$ cat src/rtl/core/teq_pkg.sv
// Shared types and constants for the timed event queue.
package teq_pkg;

	localparam int SLOTS     = 16;
	localparam int SLOT_BITS = 4;
	localparam int GEN_BITS  = 12;
	localparam int QDEPTH    = 2;

	typedef logic [SLOT_BITS-1:0] slot_idx_t;
	typedef logic [GEN_BITS-1:0]  gen_t;

	typedef enum logic [1:0] {
		ACT_POST   = 2'd0,
		ACT_CANCEL = 2'd1,
		ACT_TICK   = 2'd2,
		ACT_NONE   = 2'd3
	} action_t;

	typedef enum logic [2:0] {
		ST_POSTED    = 3'd0,
		ST_FULL      = 3'd1,
		ST_DISCARDED = 3'd2,
		ST_CANCELLED = 3'd3,
		ST_NOMATCH   = 3'd4,
		ST_FIRED     = 3'd5
	} status_t;

	// command handed from the front to the back
	typedef struct packed {
		action_t     action;
		logic [31:0] now;
		logic [31:0] delay;
		logic [31:0] period;
		logic [31:0] tag;
		logic [15:0] cancel_id;
	} cmd_t;

	function automatic gen_t next_gen(input gen_t g);
		gen_t n;
		n = g + gen_t'(1);
		if (n == '0) n = gen_t'(1);
		return n;
	endfunction

	function automatic logic [15:0] make_id(input gen_t g, input slot_idx_t s);
		logic [GEN_BITS+SLOT_BITS-1:0] w;
		w = {g, s};
		return 16'(w);
	endfunction

endpackage

$ cat src/rtl/core/teq_front.sv
// Front end: accepts input beats into a short command queue.
module teq_front (
	input  logic          clk,
	input  logic          arst_n,
	input  logic          in_valid,
	output logic          in_stall,
	input  teq_pkg::cmd_t in_cmd,
	output logic          cmd_valid,
	input  logic          cmd_take,
	output teq_pkg::cmd_t cmd
);
	import teq_pkg::*;

	cmd_t                    mem_q [QDEPTH];
	logic [$clog2(QDEPTH)-1:0] wr_q, rd_q;
	logic [$clog2(QDEPTH):0]   cnt_q;
	logic push, pop;

	assign in_stall  = (cnt_q == ($clog2(QDEPTH)+1)'(QDEPTH));
	assign push      = in_valid && !in_stall && (in_cmd.action != ACT_NONE);
	assign cmd_valid = (cnt_q != '0);
	assign pop       = cmd_valid && cmd_take;
	assign cmd       = mem_q[rd_q];

	always_ff @(posedge clk) begin
		if (push) mem_q[wr_q] <= in_cmd;
	end

	always_ff @(posedge clk or negedge arst_n) begin
		if (!arst_n) begin
			wr_q  <= '0;
			rd_q  <= '0;
			cnt_q <= '0;
		end else begin
			if (push) wr_q <= wr_q + 1'b1;
			if (pop)  rd_q <= rd_q + 1'b1;
			cnt_q <= cnt_q + ($clog2(QDEPTH)+1)'(push) - ($clog2(QDEPTH)+1)'(pop);
		end
	end
endmodule

$ cat src/rtl/core/teq_back.sv
// Back end: slot table, post/cancel handling and the tick scan/fire sequencer.
module teq_back (
	input  logic          clk,
	input  logic          arst_n,
	input  logic          cmd_valid,
	output logic          cmd_take,
	input  teq_pkg::cmd_t cmd,
	output logic          out_valid,
	input  logic          out_stall,
	output logic [2:0]    status,
	output logic [15:0]   event_id,
	output logic [31:0]   event_tag,
	output logic          last
);
	import teq_pkg::*;

	typedef enum logic [3:0] {
		S_IDLE = 4'b0001,
		S_SCAN = 4'b0010,
		S_PICK = 4'b0100,
		S_FIRE = 4'b1000
	} state_t;

	state_t state_q;
	logic [SLOTS-1:0] used_q, due_q;
	gen_t        gen_q    [SLOTS];
	logic [31:0] target_q [SLOTS];
	logic [31:0] period_q [SLOTS];
	logic [31:0] tag_q    [SLOTS];
	logic [31:0] order_q  [SLOTS];
	logic [31:0] ocnt_q, now_q;
	slot_idx_t   idx_q, best_q;
	logic        best_ok_q;
	logic [31:0] bkey_q, bage_q;

	logic        ov_q;
	logic [2:0]  st_q;
	logic [15:0] id_q;
	logic [31:0] tg_q;
	logic        last_q;
	logic        out_free;

	assign out_valid = ov_q;
	assign status    = st_q;
	assign event_id  = id_q;
	assign event_tag = tg_q;
	assign last      = last_q;
	assign out_free  = !ov_q || !out_stall;

	// lowest free slot
	slot_idx_t free_s;
	logic      free_ok;
	always_comb begin
		free_s  = '0;
		free_ok = 1'b0;
		for (int i = SLOTS - 1; i >= 0; i--) begin
			if (!used_q[i]) begin
				free_s  = slot_idx_t'(i);
				free_ok = 1'b1;
			end
		end
	end

	slot_idx_t c_s;
	gen_t      c_g;
	logic      c_hit;
	assign c_s   = cmd.cancel_id[SLOT_BITS-1:0];
	assign c_g   = gen_t'(cmd.cancel_id >> SLOT_BITS);
	assign c_hit = used_q[c_s] && (gen_q[c_s] == c_g)
		&& ((32'(c_s) < 32'(SLOTS)))
		&& ((cmd.cancel_id >> SLOT_BITS) == 16'(c_g));

	// scan compare for slot idx_q
	logic [31:0] d_now, key_i, age_i;
	logic        is_due, better;
	assign d_now  = target_q[idx_q] - now_q;
	assign is_due = used_q[idx_q] && (d_now == '0 || d_now[31]);
	assign key_i  = d_now ^ 32'h8000_0000;
	assign age_i  = ocnt_q - order_q[idx_q];
	assign better = !best_ok_q || key_i < bkey_q || (key_i == bkey_q && age_i > bage_q);

	logic last_idx;
	assign last_idx = (32'(idx_q) == 32'(SLOTS - 1));

	assign cmd_take = (state_q == S_IDLE) && cmd_valid && out_free;

	always_ff @(posedge clk) begin
		if (cmd_take && cmd.action == ACT_POST && free_ok && !cmd.delay[31]) begin
			target_q[free_s] <= cmd.now + cmd.delay;
			period_q[free_s] <= cmd.period;
			tag_q[free_s]    <= cmd.tag;
			order_q[free_s]  <= ocnt_q;
		end
		if (state_q == S_FIRE && out_free && !period_q[best_q][31]) begin
			target_q[best_q] <= now_q + period_q[best_q];
			order_q[best_q]  <= ocnt_q;
		end
		if (state_q == S_SCAN || state_q == S_PICK) begin
			if (is_due && due_q[idx_q] && better) begin
				bkey_q <= key_i;
				bage_q <= age_i;
			end
		end
		if (cmd_take) now_q <= cmd.now;
	end

	always_ff @(posedge clk or negedge arst_n) begin
		if (!arst_n) begin
			state_q   <= S_IDLE;
			used_q    <= '0;
			due_q     <= '0;
			ocnt_q    <= '0;
			idx_q     <= '0;
			best_q    <= '0;
			best_ok_q <= 1'b0;
			ov_q      <= 1'b0;
			st_q      <= '0;
			id_q      <= '0;
			tg_q      <= '0;
			last_q    <= 1'b0;
			for (int i = 0; i < SLOTS; i++) gen_q[i] <= gen_t'(1);
		end else begin
			if (ov_q && !out_stall) ov_q <= 1'b0;
			unique case (state_q)
				S_IDLE: begin
					if (cmd_take) begin
						unique case (cmd.action)
							ACT_POST: begin
								ov_q <= 1'b1; last_q <= 1'b1; tg_q <= '0;
								if (!free_ok) begin
									st_q <= ST_FULL; id_q <= '0;
								end else if (cmd.delay[31]) begin
									st_q <= ST_DISCARDED;
									id_q <= make_id(gen_q[free_s], free_s);
								end else begin
									st_q <= ST_POSTED;
									id_q <= make_id(gen_q[free_s], free_s);
									used_q[free_s] <= 1'b1;
									ocnt_q <= ocnt_q + 32'd1;
								end
							end
							ACT_CANCEL: begin
								ov_q <= 1'b1; last_q <= 1'b1; tg_q <= '0;
								if (c_hit) begin
									st_q <= ST_CANCELLED;
									id_q <= make_id(gen_q[c_s], c_s);
									used_q[c_s] <= 1'b0;
									gen_q[c_s]  <= next_gen(gen_q[c_s]);
								end else begin
									st_q <= ST_NOMATCH;
									id_q <= cmd.cancel_id;
								end
							end
							ACT_TICK: begin
								state_q <= S_SCAN;
								idx_q   <= '0;
								due_q   <= '0;
							end
							default: ;
						endcase
					end
				end
				// mark every due slot once; rearmed slots are not rescanned
				S_SCAN: begin
					due_q[idx_q] <= is_due;
					idx_q <= idx_q + 1'b1;
					if (last_idx) begin
						state_q   <= S_PICK;
						idx_q     <= '0;
						best_ok_q <= 1'b0;
					end
				end
				// one slot a cycle: find the first to fire
				S_PICK: begin
					if (due_q[idx_q] && better) begin
						best_q    <= idx_q;
						best_ok_q <= 1'b1;
					end
					idx_q <= idx_q + 1'b1;
					if (last_idx) begin
						if (best_ok_q || due_q[idx_q]) state_q <= S_FIRE;
						else state_q <= S_IDLE;
					end
				end
				S_FIRE: begin
					if (out_free) begin
						ov_q  <= 1'b1;
						st_q  <= ST_FIRED;
						id_q  <= make_id(gen_q[best_q], best_q);
						tg_q  <= tag_q[best_q];
						due_q[best_q] <= 1'b0;
						last_q <= ((due_q & ~(SLOTS'(1) << best_q)) == '0);
						if (!period_q[best_q][31]) begin
							ocnt_q <= ocnt_q + 32'd1;
						end else begin
							used_q[best_q] <= 1'b0;
							gen_q[best_q]  <= next_gen(gen_q[best_q]);
						end
						if ((due_q & ~(SLOTS'(1) << best_q)) == '0) state_q <= S_IDLE;
						else begin
							state_q   <= S_PICK;
							idx_q     <= '0;
							best_ok_q <= 1'b0;
						end
					end
				end
				default: state_q <= S_IDLE;
			endcase
		end
	end
endmodule

$ cat src/rtl/core/timed_event_queue.sv
// Top level of the timed event queue: front queue plus slot back end.
//
//  channel  direction  handshake           payload
//  in       in         in_valid/in_stall   action now delay period tag cancel_id
//  out      out        out_valid/out_stall status event_id event_tag last
//
// Post and cancel: queued on the accepting edge, taken by the back end once
// it is idle with its output free, and the single result beat is presented
// from then on. A tick first scans every slot to mark the due ones, then per
// fired event it searches every slot and presents the event; with nothing due
// the search still runs once. Reset clears all slots and the queue at once.
// A stalled result holds the back end; once both command entries are full the
// input stalls.
module timed_event_queue (
	input  logic        clk,
	input  logic        arst_n,
	input  logic        in_valid,
	output logic        in_stall,
	input  logic [1:0]  action,
	input  logic [31:0] now,
	input  logic [31:0] delay,
	input  logic [31:0] period,
	input  logic [31:0] tag,
	input  logic [15:0] cancel_id,
	output logic        out_valid,
	input  logic        out_stall,
	output logic [2:0]  status,
	output logic [15:0] event_id,
	output logic [31:0] event_tag,
	output logic        last
);
	import teq_pkg::*;

	cmd_t in_cmd, cmd;
	logic cmd_valid, cmd_take;

	assign in_cmd = '{action: action_t'(action), now: now, delay: delay,
		period: period, tag: tag, cancel_id: cancel_id};

	teq_front u_front (
		.clk, .arst_n, .in_valid, .in_stall, .in_cmd,
		.cmd_valid, .cmd_take, .cmd
	);

	teq_back u_back (
		.clk, .arst_n, .cmd_valid, .cmd_take, .cmd,
		.out_valid, .out_stall, .status, .event_id, .event_tag, .last
	);
endmodule

$ cat config.mk
export PLATFORM = sky130hd
export DESIGN_NAME = timed_event_queue
export DESIGN_NICKNAME = d
export VERILOG_FILES = /design/src/rtl/core/teq_pkg.sv /design/src/rtl/core/teq_front.sv /design/src/rtl/core/teq_back.sv /design/src/rtl/core/timed_event_queue.sv
export SDC_FILE = /design/constraint.sdc
export NUM_CORES = 2
export LEC_CHECK = 0
export ABC_AREA = 1
export CAP_MARGIN = 40
export CORE_AREA = 2 2 528 425
export CTS_CLUSTER_DIAMETER = 60
export DETAILED_ROUTE_END_ITERATION = 8
export DIE_AREA = 0 0 530 427
export DONT_BUFFER_PORTS = 1
export PLACE_DENSITY = 0.7
export SLEW_MARGIN = 20
export SYNTH_ARGS = -nofsm -noshare
export SYNTH_HDL_FRONTEND = slang
export SYNTH_SLANG_ARGS = --single-unit
export TNS_END_PERCENT = 20
$ cat constraint.sdc
create_clock -name clk -period 10.3 [get_ports clk]
set_clock_uncertainty 0.2 [all_clocks]
set_input_delay 2.575 -clock clk [delete_from_list [all_inputs] [get_ports clk]]
set_output_delay 2.575 -clock clk [all_outputs]
set_load 0.01 [all_outputs]
==> summary.md <==
| Metric | Value |
|---|---|
| Final estimated routing congestion in global placement | 1.03 |
| Min setup slack post-route | 1.27 ns |
| Remaining global-route overflow | 0 |
| HP Class | flip-flop to flip-flop |
| Number of instances resized during post-cts repair | 0 |
| Die footprint | 226000 um^2 |
| Max-cap violation count | 0 |
| Flip-flop and latch count after synthesis | 2762 |
| Post-detailed-route DRC marker count | 0 |
| Most common cell in the netlist | sky130_fd_sc_hd__edfxtp_1 |
| Startpoint of the tightest hold check path | u_back.gen_q[1]$_DFFE_PN0P_ |
| Share of cells above drive strength 1 | 7.57% |
| Worst path buffer plus inverter count | 2 |
| Sort of element at the start of the critical path | flip-flop |
| Overall Global Routing Usage | 33.0% |
| Placeable core region | 221000 um^2 |
| Most used standard cells in the synthesized netlist | sky130_fd_sc_hd__edfxtp_1 (2436), sky130_fd_sc_hd__nand2_1 (1839), sky130_fd_sc_hd__o21ai_0 (961) |
| Cell taking the most area after synthesis | sky130_fd_sc_hd__edfxtp_1 |
| Num CTS Buffers | 282 |
| Number of antenna violations at the first check in global routing | 15 |
| DP HPWL | 230000 um |
| Post-Route WL | 383000 um |
| Worst setup slack for register-to-register paths | 1.27 ns |
| Crit path capture type | flip-flop |
| Number of warnings printed during yosys synthesis | 0 |
| Critical path start-end classification | flip-flop to flip-flop |
| Startpoint of the lowest-slack register-to-register path | u_back.idx_q[0]$_DFFE_PN0P_ |
| Leakage power of the design | 48.8 nW |
| Number of buffers inserted by port buffering | 0 |
| Setup repair after global routing missed its margin | no |
| Synth top area share | 60.5% |
| Number of H-tree levels | 5 |
| Power density of the placed cells | 348 nW/um^2 |
| Fill count | 17300 |
| Crit path max-delay family | compound AO/OA/AOI/OAI gates |
| Data arrival time at the worst-slack endpoint | 9.33 ns |
| Status | finished with violations |
| Worst slack at placement | 1.53 ns |
| Capture endpoint of the worst hold path | u_back.gen_q[1]$_DFFE_PN0P_ |
| Worst ir drop on vdd | 0.235 mV |
| Final number of hold-violating endpoints | 0 |
| Avg Vias per Cell | 6.45 |
| Boundary Pins | 204 |
| Post-synth ARST share | 11.8% |
| Biggest fanout along the worst timing path | 76 |
| Pin count of the biggest net entering global routing | 327 |
| Cell count after synthesis | 10600 |
| Die extent in y | 427 um |
| Global Route met1 Usage | 48.0% |
| Global-route wire length before repair | 553000 um |
| GRT Max-Usage Layer | met2 |
| Cell with the biggest individual delay on the critical path | sky130_fd_sc_hd__dfrtp_4 |
| Prevailing post-synth register cell | sky130_fd_sc_hd__edfxtp_1 |
| Top post-synthesis cells by area | sky130_fd_sc_hd__edfxtp_1 (60%), sky130_fd_sc_hd__dfrtp_1 (6.4%), sky130_fd_sc_hd__nand2_1 (5.7%) |
| Worst skew pair latency | 0.88 ns |
| Via count | 88600 |
| Synthesis-to-layout area growth | 11.3% |
| Net count reported at finish | 10900 |
| Final worst path period need | 9.03 ns |
| Relative slew slack | -6.37% |
| Share of the clock period used by the worst path after layout | 87.7% |
| Routing usage on met2 | 48.4% |
| Netlist area before placement | 121000 um^2 |
| Number of nets in the synthesized netlist | 11000 |
| Post-CTS Hold Buffers | 0 |
| Number of instances on the worst hold path | 2 |
| Timing-limited maximum frequency | 111 MHz |
| End of the worst register-to-register path | u_back.bage_q[29]$_DFFE_PP_ |
| Die Wd | 530 um |
| Met3 layer usage reported by global route | 8.22% |
| Count of clock tree sinks | 2762 |
| Vias in the first global route | 83000 |
| Number of placed instances with taps included | 13200 |
| TNS Setup | 0 ns |
| Sequential area share after synthesis | 67.2% |
| Slew Limit Fails | 125 |
| 1st-pass router iterations | 9 |
| Failing checks | slew limit |
| Initial detailed-routing violation count | 14100 |
| Largest stage delay on the critical path | 0.93 ns |
| Clock transition at the registers of the reported paths | 0.06 ns |
| Routed WL per cell | 27.8 um |
| Final cell count without fillers | 13700 |
| Syn Area/Cell | 11.4 um^2 |
| Required time reported for the critical path endpoint | 10.60 ns |
| Finish-stage setup viols | 0 |
| Row cnt | 155 |
| End-of-flow core utilization | 60.8% |
| Longest Clk Path Bufs | 4 |
| Effective utilization at floorplan | 54.6% |
| Final worst hold slack | 0.309 ns |
| Root buffer selected by CTS | sky130_fd_sc_hd__clkbuf_16 |
| Number of flops mapped to enable cells by yosys | 2436 |
| Final ANT Viol Nets | 0 |
| Worst Max-Slew Pin Slew | 1.60 ns |
| Number of setup buffers added after CTS | 0 |
| TritonCTS clock tree | yes |
| Cell variety after synth | 71 |
| Worst-case reg-to-reg path depth | 28 |
final cells by class:
| cell class | count | area [um^2] | area share (%) |
|---|---|---|---|
| sequential | 2762 | 81300 | 60.4 |
| multi-input combinational | 6543 | 34900 | 26.0 |
| clock buffer | 360 | 7590 | 5.64 |
| tap | 2983 | 3730 | 2.77 |
| timing repair buffer | 239 | 2860 | 2.12 |
| inverter | 717 | 2730 | 2.03 |
| clock inverter | 130 | 1370 | 1.02 |
| antenna | 9 | 22.5 | 0.0167 |
layout by cell type, fill, tap and decap left out, drive strengths merged, types with 5 or more instances in the layout:
master / netlist / routed
a211oi: 9 / 9
a21boi: 16 / 16
a21o: 14 / 14
a21oi: 618 / 618
a221oi: 40 / 40
a22o: 35 / 35
a22oi: 546 / 546
a31oi: 16 / 16
a32oi: 11 / 11
buf: 140 / 235
bufinv: 0 / 22
clkbuf: 460 / 362
clkinv: 3 / 85
clkinvlp: 0 / 8
dfrtp: 309 / 309
dfstp: 17 / 17
diode: 0 / 9
edfxtp: 2436 / 2436
ha: 197 / 197
inv: 714 / 732
nand2: 1854 / 1854
nand3: 206 / 206
nand3b: 27 / 27
nand4: 145 / 145
nor2: 965 / 965
nor3: 41 / 41
nor4: 54 / 54
o211ai: 6 / 6
o21a: 17 / 17
o21ai: 1000 / 1000
o21bai: 21 / 21
o221ai: 5 / 5
o22ai: 484 / 484
o32ai: 20 / 20
or2: 20 / 20
or4: 30 / 30
xnor2: 37 / 37
xor2: 78 / 78
sequential cells by signal (all words and copies together), names as in the netlist, 2 cells and up:
signal,flops
u_back.target_q,512
u_back.idx_q,4
u_back.best_q,4
u_back.bkey_q,32
u_back.event_tag,32
u_back.used_q,16
u_front.mem_q,292
u_back.ocnt_q,32
u_back.gen_q,192
u_back.period_q,512
u_back.bage_q,32
u_back.event_id,16
u_back.now_q,32
u_back.tag_q,512
u_back.order_q,512
u_front.cnt_q,2
u_back.state_q,4
u_back.status,3
u_back.due_q,16
worst register-to-register path, delay by kind of cell (launching register included):
kind,cells,cell delay (ns)
adder cells (fa/ha/maj),2,0.72
AND/OR/NAND/NOR,9,2.00
XOR/XNOR,1,0.12
AO/OA/AOI/OAI,14,3.55
flip-flops,1,0.93
buffers and inverters,2,1.16
cell families after synthesis:
group / count (synthesis) / share of synthesized area, %
buf+inv: 1317 / 4.22
simple gates: 3353 / 11.5
fa+ha+maj: 201 / 2.10
compound gates: 2869 / 14.1
xor+xnor: 115 / 0.833
flops: 2762 / 67.2
mux: 5 / 0.0424
power breakdown:
group          leakage [nW]  internal, mW  switching, mW
sequential             25.9          15.1          0.704
clock                  4.38          5.80           4.31
combinational          18.5          5.64           15.3
total                  48.8          26.6           20.3
how the worst max path moves through the flow:
stage                                startpoint                       endpoint  slack, ns  cells after the start
floorplan                             action[0]  u_front.mem_q[1][0]$_DFFE_PP_       0.46                      5
global placement    u_back.idx_q[1]$_DFFE_PN0P_    u_back.bkey_q[16]$_DFFE_PP_       1.76                     28
detailed placement  u_back.idx_q[0]$_DFFE_PN0P_    u_back.bage_q[16]$_DFFE_PP_       1.53                     28
CTS                 u_back.idx_q[1]$_DFFE_PN0P_     u_back.bkey_q[1]$_DFFE_PP_       1.52                     26
global route        u_back.idx_q[0]$_DFFE_PN0P_    u_back.bage_q[13]$_DFFE_PP_       0.75                     28
finish              u_back.idx_q[0]$_DFFE_PN0P_    u_back.bage_q[29]$_DFFE_PP_       1.27                     28
through the flow:
stage          total power [mW]  cell area (um^2)
5_1_grt                    48.9            135000
4_1_cts                    46.1            134000
2_1_floorplan              28.4            121000
6_report                   46.8            135000
3_5_place_dp               36.1            125000
3_3_place_gp               35.4            124000
layer usage:
| metal | vias to the layer above | routed length, um |
|---|---|---|
| li1 | 38400 | - |
| met1 | 43400 | 154000 |
| met2 | 5784 | 167000 |
| met3 | 994 | 47100 |
| met4 | 13 | 14900 |
| met5 | - | 181 |
(Power assumes the default switching activity.)
